`src/thd_pkg.sv`:
```
`timescale 1ns / 1ps
// Shared types and constants for the tape hiss and dropout block.
// Depends on nothing; every other file in src takes it in.
package thd_pkg;

   // Frame layout, fixed by the port list.
   localparam int CHANNELS    = 2;
   localparam int CH_W        = 1;
   localparam int SAMPLE_BITS = 24;
   localparam int TAPS        = 7;
   localparam int POLES       = 6;
   localparam int TAP_W       = 3;

   typedef logic signed [SAMPLE_BITS-1:0] sample_type;
   typedef logic signed [23:0]            tap_type;
   typedef logic signed [32:0]            opnd_type;
   typedef logic signed [65:0]            prod_type;

   // Configuration register indexes.
   typedef enum logic [2:0] {
      REG_NOISE_ENABLE    = 3'd0,
      REG_DROP_ENABLE     = 3'd1,
      REG_HISS_GAIN       = 3'd2,
      REG_COLOR_MIX       = 3'd3,
      REG_DROP_FLOOR_GAIN = 3'd4,
      REG_DROP_LENGTH     = 3'd5,
      REG_MEAN_GAP        = 3'd6,
      REG_MIN_GAP         = 3'd7
   } csr_reg_type;

   // Sequencer states.
   typedef enum logic [4:0] {
      ST_IDLE,
      ST_DROP,
      ST_GDRAW,
      ST_GMUL1,
      ST_GMUL2,
      ST_GFIN,
      ST_SLEW,
      ST_XMUL,
      ST_XRES,
      ST_WHITE,
      ST_PA,
      ST_PB,
      ST_PD,
      ST_PE,
      ST_PS,
      ST_BLEND,
      ST_NOISE,
      ST_OUT
   } state_type;

   localparam logic [31:0] LCG_MUL       = 32'd1664525;
   localparam logic [31:0] LCG_INC       = 32'd1013904223;
   localparam logic [31:0] LCG_SEED      = 32'h2545F491;
   localparam logic [31:0] RECIP5        = 32'hCCCCCCCD;
   localparam logic [23:0] GAP_IDLE      = 24'hFFFFFF;
   localparam logic [23:0] GAP_MAX       = 24'hFFFFFE;
   localparam logic [16:0] UNITY         = 17'd65536;
   localparam logic [15:0] MIX_PINK_ONLY = 16'd65471;

   // Pink filter coefficients, Q0.24.
   localparam logic signed [24:0] POLE [POLES] = '{
      25'sd16758090, 25'sd16665144, 25'sd16257122,
      25'sd14537458, 25'sd9227469,  -25'sd12777528
   };
   localparam logic signed [24:0] FEED [POLES] = '{
      25'sd931436,  25'sd1259565, 25'sd2581208,
      25'sd5209084, 25'sd8941454, -25'sd283501
   };
   localparam logic signed [24:0] FEED_DIRECT = 25'sd8995943;
   localparam logic signed [24:0] FEED_DELAY  = 25'sd1944916;
   localparam logic signed [24:0] PINK_SCALE  = 25'sd1845494;

endpackage

```
`src/thd_mul.sv`:
```
`timescale 1ns / 1ps
// Shared signed multiplier with a registered product.
// Depends on thd_pkg for the operand and product types.
module thd_mul (
   input  logic               clock,
   input  thd_pkg::opnd_type  mul_a,
   input  thd_pkg::opnd_type  mul_b,
   output thd_pkg::prod_type  prod
);
   import thd_pkg::*;

   prod_type prod_ff;
   prod_type prod_in;

   // The product is registered, ready in the cycle after the operands are presented.
   assign prod_in = prod_type'(mul_a) * prod_type'(mul_b);

   always_ff @(posedge clock) begin
      prod_ff <= prod_in;
   end

   assign prod = prod_ff;

endmodule

```
`src/tape_hiss_and_dropout.sv`:
```
`timescale 1ns / 1ps
// Top level of the tape hiss and dropout block: sequencer and datapath.
// Depends on thd_pkg and on thd_mul, the one shared multiplier.
//
// Each stereo frame takes one request beat and gives one response beat. The
// block works on one frame at a time, and every product passes through a
// single registered multiplier, so the time per frame follows the count of
// multiplications, which grows with white hiss, again with pink hiss, and
// with each new dropout gap that is drawn; with both enables off a frame goes
// straight from the request to the hand-over. A finished frame waits in the
// response register, so the next request beat is taken while it is still held
// by the far side; a frame is held in its last cycle only while the previous
// response beat has not yet been taken.
module tape_hiss_and_dropout #(
   parameter int SLEW_SHIFT = 6
) (
   input  logic                 clock,
   input  logic                 reset,
   input  logic                 req_valid,
   output logic                 req_stall,
   input  thd_pkg::sample_type  req_sample_left,
   input  thd_pkg::sample_type  req_sample_right,
   output logic                 rsp_valid,
   input  logic                 rsp_stall,
   output thd_pkg::sample_type  rsp_out_left,
   output thd_pkg::sample_type  rsp_out_right,
   output logic                 rsp_dropout_active,
   input  logic                 csr_write,
   input  logic [2:0]           csr_index,
   input  logic [23:0]          csr_data
);
   import thd_pkg::*;

   // Configuration registers.
   logic        noise_enable_ff, drop_enable_ff;
   logic [15:0] hiss_gain_ff, color_mix_ff;
   logic [16:0] drop_floor_gain_ff;
   logic [19:0] drop_length_ff;
   logic [23:0] mean_gap_ff, min_gap_ff;

   // Control and dropout state.
   state_type        state_ff, state_in;
   logic [CH_W-1:0]  ch_ff, ch_in;
   logic [TAP_W-1:0] k_ff, k_in;
   logic [31:0]      lcg_ff, lcg_in;
   logic [23:0]      gap_ff, gap_in;
   logic             in_drop_ff, in_drop_in;
   logic [19:0]      rem_ff, rem_in;
   logic [16:0]      applied_ff, applied_in;
   logic [16:0]      target_ff, target_in;
   logic             gap_after_ff, gap_after_in;
   logic             rsp_valid_ff, rsp_valid_in;

   // Payload registers.
   sample_type          x_ff [CHANNELS];
   sample_type          res_ff [CHANNELS];
   sample_type          res_in;
   logic                res_we;
   tap_type             taps_ff [CHANNELS][TAPS];
   logic                tap_we;
   logic [TAP_W-1:0]    tap_wk;
   tap_type             tap_wd;
   sample_type          y_ff, y_in;
   logic signed [20:0]  white_ff, white_in;
   logic signed [25:0]  acc_ff, acc_in;
   logic signed [27:0]  sum_ff, sum_in;
   sample_type          rsp_left_ff, rsp_right_ff;
   logic                rsp_drop_ff;

   // Shared multiplier.
   opnd_type mul_a, mul_b;
   prod_type prod, prod_rsum;
   logic signed [41:0] rnd;

   logic accept, last_ch, need_gap, rsp_free;

   thd_mul u_mul (
      .clock (clock),
      .mul_a (mul_a),
      .mul_b (mul_b),
      .prod  (prod)
   );

   assign accept   = req_valid && !req_stall;
   assign req_stall = (state_ff != ST_IDLE);
   assign last_ch  = (ch_ff == CH_W'(CHANNELS - 1));
   assign rsp_free = !rsp_valid_ff || !rsp_stall;
   assign need_gap = drop_enable_ff &&
                     ((!in_drop_ff && gap_ff == GAP_IDLE) || (in_drop_ff && rem_ff <= 20'd1));

   // Q0.24 products are rounded by adding half and shifting down.
   assign prod_rsum = prod + prod_type'(66'sd8388608);
   assign rnd       = $signed(prod_rsum[65:24]);

   function automatic tap_type sat24(input logic signed [31:0] v);
      if (v > 32'sd8388607) begin
         return 24'sh7FFFFF;
      end else if (v < -32'sd8388608) begin
         return 24'sh800000;
      end
      return v[23:0];
   endfunction

   // Configuration writes.
   always_ff @(posedge clock) begin
      if (reset) begin
         noise_enable_ff    <= 1'b0;
         drop_enable_ff     <= 1'b0;
         hiss_gain_ff       <= 16'd66;
         color_mix_ff       <= 16'd0;
         drop_floor_gain_ff <= UNITY;
         drop_length_ff     <= 20'd480;
         mean_gap_ff        <= 24'hFFFFFF;
         min_gap_ff         <= 24'd960;
      end else if (csr_write) begin
         case (csr_reg_type'(csr_index))
            REG_NOISE_ENABLE:    noise_enable_ff    <= csr_data[0];
            REG_DROP_ENABLE:     drop_enable_ff     <= csr_data[0];
            REG_HISS_GAIN:       hiss_gain_ff       <= csr_data[15:0];
            REG_COLOR_MIX:       color_mix_ff       <= csr_data[15:0];
            REG_DROP_FLOOR_GAIN: drop_floor_gain_ff <= csr_data[16:0];
            REG_DROP_LENGTH:     drop_length_ff     <= csr_data[19:0];
            REG_MEAN_GAP:        mean_gap_ff        <= csr_data;
            REG_MIN_GAP:         min_gap_ff         <= csr_data;
            default: ;
         endcase
      end
   end

   // Next state of the sequencer.
   always_comb begin
      state_in = state_ff;
      case (state_ff)
         ST_IDLE: begin
            if (accept) begin
               state_in = (!noise_enable_ff && !drop_enable_ff) ? ST_OUT : ST_DROP;
            end
         end
         ST_DROP:  state_in = need_gap ? ST_GDRAW : ST_SLEW;
         ST_GDRAW: state_in = ST_GMUL1;
         ST_GMUL1: state_in = ST_GMUL2;
         ST_GMUL2: state_in = ST_GFIN;
         ST_GFIN:  state_in = ST_SLEW;
         ST_SLEW:  state_in = ST_XMUL;
         ST_XMUL:  state_in = ST_XRES;
         ST_XRES: begin
            if (noise_enable_ff) begin
               state_in = ST_WHITE;
            end else begin
               state_in = last_ch ? ST_OUT : ST_XMUL;
            end
         end
         ST_WHITE: state_in = (color_mix_ff == 16'd0) ? ST_NOISE : ST_PA;
         ST_PA:    state_in = ST_PB;
         ST_PB:    state_in = (k_ff == TAP_W'(POLES - 1)) ? ST_PD : ST_PA;
         ST_PD:    state_in = ST_PE;
         ST_PE:    state_in = ST_PS;
         ST_PS:    state_in = (color_mix_ff >= MIX_PINK_ONLY) ? ST_NOISE : ST_BLEND;
         ST_BLEND: state_in = ST_NOISE;
         ST_NOISE: state_in = last_ch ? ST_OUT : ST_XMUL;
         ST_OUT:   state_in = rsp_free ? ST_IDLE : ST_OUT;
         default:  state_in = ST_IDLE;
      endcase
   end

   // Datapath and multiplier operands for each state.
   always_comb begin
      logic [31:0]        lcg_new;
      logic [26:0]        q;
      logic [24:0]        gq;
      logic [24:0]        lo;
      logic [23:0]        g;
      logic               countdown;
      logic signed [18:0] diff, step, gsum;
      logic signed [31:0] v;
      logic signed [25:0] pink, mixv;
      logic [TAP_W-1:0]   k_next;

      lcg_new    = prod[31:0] + LCG_INC;
      q          = 27'({mean_gap_ff, 2'b00}) + 27'(prod[55:31]);
      gq         = prod[58:34];
      lo         = (min_gap_ff == 24'd0) ? 25'd1 : {1'b0, min_gap_ff};
      g          = gap_ff;
      countdown  = 1'b0;
      diff       = $signed({2'b00, target_ff}) - $signed({2'b00, applied_ff});
      step       = diff >>> SLEW_SHIFT;
      gsum       = $signed({2'b00, applied_ff}) + step;
      v          = '0;
      pink       = $signed(rnd[25:0]);
      mixv       = '0;
      k_next     = k_ff + TAP_W'(1);

      mul_a        = '0;
      mul_b        = '0;
      ch_in        = ch_ff;
      k_in         = k_ff;
      lcg_in       = lcg_ff;
      gap_in       = gap_ff;
      in_drop_in   = in_drop_ff;
      rem_in       = rem_ff;
      applied_in   = applied_ff;
      target_in    = target_ff;
      gap_after_in = gap_after_ff;
      rsp_valid_in = rsp_valid_ff && rsp_stall;
      y_in         = y_ff;
      white_in     = white_ff;
      acc_in       = acc_ff;
      sum_in       = sum_ff;
      res_we       = 1'b0;
      res_in       = y_ff;
      tap_we       = 1'b0;
      tap_wk       = k_ff;
      tap_wd       = '0;

      case (state_ff)
         ST_IDLE: begin
            ch_in = '0;
            // With the dropout machine off its state is held cleared.
            if (accept && !drop_enable_ff) begin
               in_drop_in = 1'b0;
               rem_in     = '0;
               target_in  = UNITY;
               gap_in     = GAP_IDLE;
            end
         end
         ST_DROP: begin
            if (drop_enable_ff && !need_gap) begin
               if (!in_drop_ff) begin
                  countdown = 1'b1;
               end else begin
                  rem_in = rem_ff - 20'd1;
               end
            end
            gap_after_in = !in_drop_ff;
         end
         ST_GDRAW: begin
            mul_a = {1'b0, lcg_ff};
            mul_b = {1'b0, LCG_MUL};
         end
         ST_GMUL1: begin
            lcg_in = lcg_new;
            mul_a  = {9'd0, mean_gap_ff};
            mul_b  = {1'b0, lcg_new};
         end
         ST_GMUL2: begin
            // floor(mean * (4 + 2r/2^32) / 5) by a reciprocal of five.
            mul_a = {6'd0, q};
            mul_b = {1'b0, RECIP5};
         end
         ST_GFIN: begin
            if (gq < lo) begin
               gq = lo;
            end
            g = (gq > {1'b0, GAP_MAX}) ? GAP_MAX : gq[23:0];
            if (gap_after_ff) begin
               countdown = 1'b1;
            end else begin
               in_drop_in = 1'b0;
               rem_in     = '0;
               target_in  = UNITY;
               gap_in     = g;
            end
         end
         ST_SLEW: begin
            applied_in = gsum[16:0];
         end
         ST_XMUL: begin
            k_in  = '0;
            mul_a = opnd_type'(x_ff[ch_ff]);
            mul_b = {16'd0, applied_ff};
         end
         ST_XRES: begin
            y_in = $signed(prod[39:16]);
            if (noise_enable_ff) begin
               mul_a = {1'b0, lcg_ff};
               mul_b = {1'b0, LCG_MUL};
            end else begin
               res_we = 1'b1;
               res_in = $signed(prod[39:16]);
               ch_in  = ch_ff + CH_W'(1);
            end
         end
         ST_WHITE: begin
            lcg_in   = lcg_new;
            white_in = 21'($signed({1'b0, lcg_new[31:11]}) - 22'sd1048576);
            sum_in   = '0;
            if (color_mix_ff == 16'd0) begin
               mul_a = opnd_type'(white_in);
               mul_b = {17'd0, hiss_gain_ff};
            end else begin
               mul_a = opnd_type'(taps_ff[ch_ff][k_ff]);
               mul_b = opnd_type'(POLE[k_ff]);
            end
         end
         ST_PA: begin
            acc_in = $signed(rnd[25:0]);
            mul_a  = opnd_type'(white_ff);
            mul_b  = opnd_type'(FEED[k_ff]);
         end
         ST_PB: begin
            v      = 32'(acc_ff) + 32'($signed(rnd[25:0]));
            tap_we = 1'b1;
            tap_wd = sat24(v);
            sum_in = sum_ff + 28'(sat24(v));
            if (k_ff == TAP_W'(POLES - 1)) begin
               mul_a = opnd_type'(white_ff);
               mul_b = opnd_type'(FEED_DIRECT);
            end else begin
               k_in  = k_next;
               mul_a = opnd_type'(taps_ff[ch_ff][k_next]);
               mul_b = opnd_type'(POLE[k_next]);
            end
         end
         ST_PD: begin
            sum_in = sum_ff + 28'(taps_ff[ch_ff][TAPS-1]) + 28'($signed(rnd[25:0]));
            mul_a  = opnd_type'(white_ff);
            mul_b  = opnd_type'(FEED_DELAY);
         end
         ST_PE: begin
            tap_we = 1'b1;
            tap_wk = TAP_W'(TAPS - 1);
            tap_wd = sat24(32'($signed(rnd[25:0])));
            mul_a  = opnd_type'(sum_ff);
            mul_b  = opnd_type'(PINK_SCALE);
         end
         ST_PS: begin
            if (color_mix_ff >= MIX_PINK_ONLY) begin
               mul_a = opnd_type'(pink);
               mul_b = {17'd0, hiss_gain_ff};
            end else begin
               mul_a = opnd_type'(pink) - opnd_type'(white_ff);
               mul_b = {17'd0, color_mix_ff};
            end
         end
         ST_BLEND: begin
            mixv  = 26'(white_ff) + $signed(prod[41:16]);
            mul_a = opnd_type'(mixv);
            mul_b = {17'd0, hiss_gain_ff};
         end
         ST_NOISE: begin
            // Noise moves from Q6.20 to Q1.23 by a shift of three.
            v      = 32'(y_ff) + (32'($signed(prod[41:16])) <<< 3);
            res_we = 1'b1;
            res_in = sat24(v);
            ch_in  = ch_ff + CH_W'(1);
         end
         ST_OUT: begin
            if (rsp_free) begin
               rsp_valid_in = 1'b1;
            end
         end
         default: ;
      endcase

      // Gap countdown, shared by the plain step and a freshly drawn gap.
      if (countdown) begin
         if (g <= 24'd1) begin
            gap_in     = '0;
            in_drop_in = 1'b1;
            rem_in     = drop_length_ff;
            target_in  = (drop_floor_gain_ff > UNITY) ? UNITY : drop_floor_gain_ff;
         end else begin
            gap_in = g - 24'd1;
         end
      end
   end

   // Control registers.
   always_ff @(posedge clock) begin
      if (reset) begin
         state_ff     <= ST_IDLE;
         ch_ff        <= '0;
         k_ff         <= '0;
         lcg_ff       <= LCG_SEED;
         gap_ff       <= GAP_IDLE;
         in_drop_ff   <= 1'b0;
         rem_ff       <= '0;
         applied_ff   <= UNITY;
         target_ff    <= UNITY;
         gap_after_ff <= 1'b0;
         rsp_valid_ff <= 1'b0;
         for (int c = 0; c < CHANNELS; c++) begin
            for (int t = 0; t < TAPS; t++) begin
               taps_ff[c][t] <= '0;
            end
         end
      end else begin
         state_ff     <= state_in;
         ch_ff        <= ch_in;
         k_ff         <= k_in;
         lcg_ff       <= lcg_in;
         gap_ff       <= gap_in;
         in_drop_ff   <= in_drop_in;
         rem_ff       <= rem_in;
         applied_ff   <= applied_in;
         target_ff    <= target_in;
         gap_after_ff <= gap_after_in;
         rsp_valid_ff <= rsp_valid_in;
         if (tap_we) begin
            taps_ff[ch_ff][tap_wk] <= tap_wd;
         end
      end
   end

   // Payload registers.
   always_ff @(posedge clock) begin
      y_ff     <= y_in;
      white_ff <= white_in;
      acc_ff   <= acc_in;
      sum_ff   <= sum_in;
      if (accept) begin
         x_ff[0]   <= req_sample_left;
         x_ff[1]   <= req_sample_right;
         res_ff[0] <= req_sample_left;
         res_ff[1] <= req_sample_right;
      end else if (res_we) begin
         res_ff[ch_ff] <= res_in;
      end
      if (state_ff == ST_OUT && rsp_free) begin
         rsp_left_ff  <= res_ff[0];
         rsp_right_ff <= res_ff[1];
         rsp_drop_ff  <= in_drop_ff;
      end
   end

   assign rsp_valid          = rsp_valid_ff;
   assign rsp_out_left       = rsp_left_ff;
   assign rsp_out_right      = rsp_right_ff;
   assign rsp_dropout_active = rsp_drop_ff;

   // A dropout always runs with the gap counter parked at zero.
   assert property (@(posedge clock) disable iff (reset) in_drop_ff |-> gap_ff == 24'd0)
      else $error("gap counter running during a dropout");

   // The gains never exceed unity.
   assert property (@(posedge clock) disable iff (reset)
      applied_ff <= UNITY && target_ff <= UNITY)
      else $error("gain above unity");

   // A new response beat only comes out of the result hand-over state.
   assert property (@(posedge clock) disable iff (reset)
      $rose(rsp_valid_ff) |-> $past(state_ff) == ST_OUT)
      else $error("response raised outside hand-over");

   // The filter tap index stays within the tap row.
   assert property (@(posedge clock) disable iff (reset) k_ff < TAP_W'(TAPS))
      else $error("tap index out of range");

endmodule

```
`config.mk`:
```
export PLATFORM = sky130hd
export DESIGN_NAME = tape_hiss_and_dropout
export DESIGN_NICKNAME = d
export VERILOG_FILES = /design/src/thd_pkg.sv /design/src/thd_mul.sv /design/src/tape_hiss_and_dropout.sv
export SDC_FILE = /design/constraint.sdc
export NUM_CORES = 2
export LEC_CHECK = 0
export BUFFER_PORTS_ARGS = -buffer_cell sky130_fd_sc_hd__buf_2
export CAP_MARGIN = 20
export CORE_ASPECT_RATIO = 1.1
export CORE_MARGIN = 10
export CORE_UTILIZATION = 58
export CTS_CLUSTER_SIZE = 30
export DETAILED_ROUTE_END_ITERATION = 8
export HOLD_SLACK_MARGIN = 0.15
export PLACE_DENSITY_LB_ADDON = 0.12
export SETUP_SLACK_MARGIN = 0.2
export SYNTH_ARGS = -nofsm -noshare
export SYNTH_HDL_FRONTEND = slang
export SYNTH_SLANG_ARGS = --single-unit
export TNS_END_PERCENT = 10
```
`constraint.sdc`:
```
create_clock -name clock -period 21.1 [get_ports clock]
set_clock_uncertainty 0.2 [all_clocks]
set_input_delay 4.22 -clock clock [delete_from_list [all_inputs] [get_ports clock]]
set_output_delay 4.22 -clock clock [all_outputs]
set_load 0.005 [all_outputs]
```
==> results.md <==
- Final Util: between 60 and 70%
- Final ANT Viol Nets: 0
- DR pass1 iterations: 7
- Critical path peak fanout: 33
- Hpwl dp: 259000 um
- WP data arrival: 15120 ps
- CP dominant cell by count: fa_1
- Placement Rows: 150
- Antenna violations before repair: 26
- Clock Tree Buf Depth: 3
- CP Data Required Time: around 22000 ps
- TritonCTS clock tree: yes
- Core area: about 150000 um^2
- Most frequent cells in the layout: inv_1 (1440), nor2_1 (1117), fa_1 (1095), nand2_1 (878), edfxtp_1 (580)
- Clk sinks: 881
- Max Slew Vio Count: 0
- Leakage Power: 42.0 nW
- Initial Utilization: 58.5%
- Crit-path max cell delay: 1000 ps
- Peak supply drop: 0.0000972 V
- Area grow syn2layout: 7.77%
- # Post-CTS Setup Buffers: 0
- Slew @ Worst Pin: 1270 ps
- Synth Warn #: 0
- Kind of critical path: reg2reg
- IO Port Bufs: 130
- EDFF count, synth: 580
- Tot GR Track Use: 39.6%
- Final setup TNS: 0 ps
- Critical path buffers and inverters: 6
- Asr flop ratio synth: 0%
- CP startpoint kind: register
- Initial DRC Count: roughly 8500
- CP top delay family: adder cells
- Critical Path Sink Type: register
- Clock transition at path regs: 60 ps
- Die H: 431 um
- Number of global-route vias before repair: 76100
- Hold Crit Class: reg2reg
- Hold-fix buffers, CTS: 0
- Fmax: approximately 70 MHz
- # DRC: 0
- Crit share post-route: 69.5%
- Root buf cell: clkbuf_16
- R2R setup slack: 6440 ps
- Fin crit period: 14660 ps
- Seq cells post-synth: 881
- Die Wd: 394 um
- Net Count, Synth: approximately 11000
- H-tree depth: 3
- Run status: finished, final reports clean
- Power density over the cells: 101 nW/um^2
- Largest net degree at the start of global routing: 124
- Num ports: 131
- Die area: 170000 um^2
- Slew headroom: 15.5%
- Sequential element share of the synthesized area: 26.3%
- Post-synthesis cell type count: 98
- Mean area per synthesized cell: between 9 and 10 um^2
- DR WL/cell: 29.2 um
- Total Wirelength: approximately 340000 um
- Ys flop type: edfxtp_1
- Vias after detailed routing: ~75000
- Final-stage net count: 11200
- RSZ-0062 raised after global routing: false
- Final setup fails: 0
- Share of cells above drive strength 1: under 10%
- Hold Vio Cnt, Final: 0
- Post-CTS Resized: 0
- Max_cap viols: 0
- First-pass GRT wire length: 500000 um
- Total CTS buffers: 94
- Post-Synthesis Cells: 9569
- Cell Area, Synth: 89200 um^2
- Commonest non-fill, non-tap cell in the layout: inv_1
- Total grt overflow: 0
- Vias/cell: 6.44
- Slowest-stage cell, CP: a211oi_1
- Clock latency on the worst-skew pair: 750 ps
- Routability Congestion: 1.04
-- cell type report --
type / instances / area, um^2
multi-input combinational: 6759 / 59000
fill: 12800 / 56300
sequential: 881 / 23500
inverter: 1449 / 5440
tap: 2052 / 2570
clock buffer: 111 / 2460
timing repair buffer: 363 / 2450
clock inverter: 62 / 644
antenna: 19 / 47.5
-- where the power goes --
group / switching, mW / internal (mW) / total (mW)
clock network: 0.775 / 0.951 / 1.73
logic: 3.93 / 1.82 / 5.75
registers: 0.156 / 2.05 / 2.20
total: 4.86 / 4.82 / 9.68
-- routing by layer --
layer | up-vias | track usage (%) | routed length (um)
li1 | 31800 | - | -
met1 | 37300 | 49.3 | 124000
met2 | 4927 | 60.7 | 150000
met3 | 1303 | 10.2 | 40100
met4 | 20 | 26.5 | 27700
met5 | - | 0 | 132
-- cells by family (layout without fill, tap and decap cells) --
family	after synthesis	count (layout)	share of synthesized area (%)
simple gates	2918	2918	14.6
buf+inv	1929	1985	8.19
compound gates	1688	1688	12.5
fa+ha+maj	1554	1554	31.0
flops	881	881	26.3
mux	303	303	4.46
xor+xnor	296	296	2.91
other cells	0	19	0
-- flip-flops by register name, summed over array words and instances (netlist names), 26 cells and up, named ones only --
register,cells
lcg_ff,32
acc_ff,26
x_ff,48
sum_ff,28
res_ff,48
u_mul.prod,59
taps_ff,336
-- per-stage QoR --
step | instance area [um^2] | power, mW | hold WS, ps | instances | setup slack, ps
final | 96100 | 9.68 | 214 | 11700 | 6440
after global routing | 96000 | 10.1 | 223 | 11700 | 6000
after CTS | 96000 | 9.49 | 218 | 11700 | 6940
after detailed placement | 92900 | 7.77 | 205 | 11500 | 7010
after global placement | 92800 | 7.70 | 201 | 11500 | 7210
after floorplan | 89200 | 5.65 | 200 | 9569 | 9230
-- worst paths after layout --
| path | depth (start not counted) | to | startpoint |
|---|---|---|---|
| max | 46 | u_mul.prod[56]$_DFF_P_ | u_mul.prod[28]$_DFF_P_ |
| min reg2reg | 0 | rsp_out_left[1]$_DFFE_PP_ | res_ff[0][1]$_DFFE_PP_ |
| max reg2reg | 46 | u_mul.prod[56]$_DFF_P_ | u_mul.prod[28]$_DFF_P_ |
| min | 0 | rsp_out_left[1]$_DFFE_PP_ | res_ff[0][1]$_DFFE_PP_ |
-- cell usage after synthesis, drive strengths merged, types with 51 or more instances --
cell | n | area [um^2]
inv | 1446 | 5430
nor2 | 1125 | 4230
fa | 1095 | 21900
nand2 | 894 | 3360
edfxtp | 580 | 17400
a21oi | 471 | 2360
ha | 459 | 5740
clkbuf | 405 | 1520
o21ai | 339 | 1700
dfxtp | 301 | 6030
xnor2 | 197 | 1730
nand2b | 157 | 982
mux2i | 150 | 1500
nand3 | 137 | 686
a21o | 127 | 953
nor3 | 127 | 646
or2 | 115 | 719
xor2 | 99 | 867
a31oi | 97 | 613
mux2 | 86 | 968
nor2b | 83 | 519
buf | 75 | 342
a211oi | 73 | 553
mux4 | 67 | 1510
o211ai | 66 | 495
and3 | 51 | 319
No activity file was read; power rests on OpenSTA's default activity.
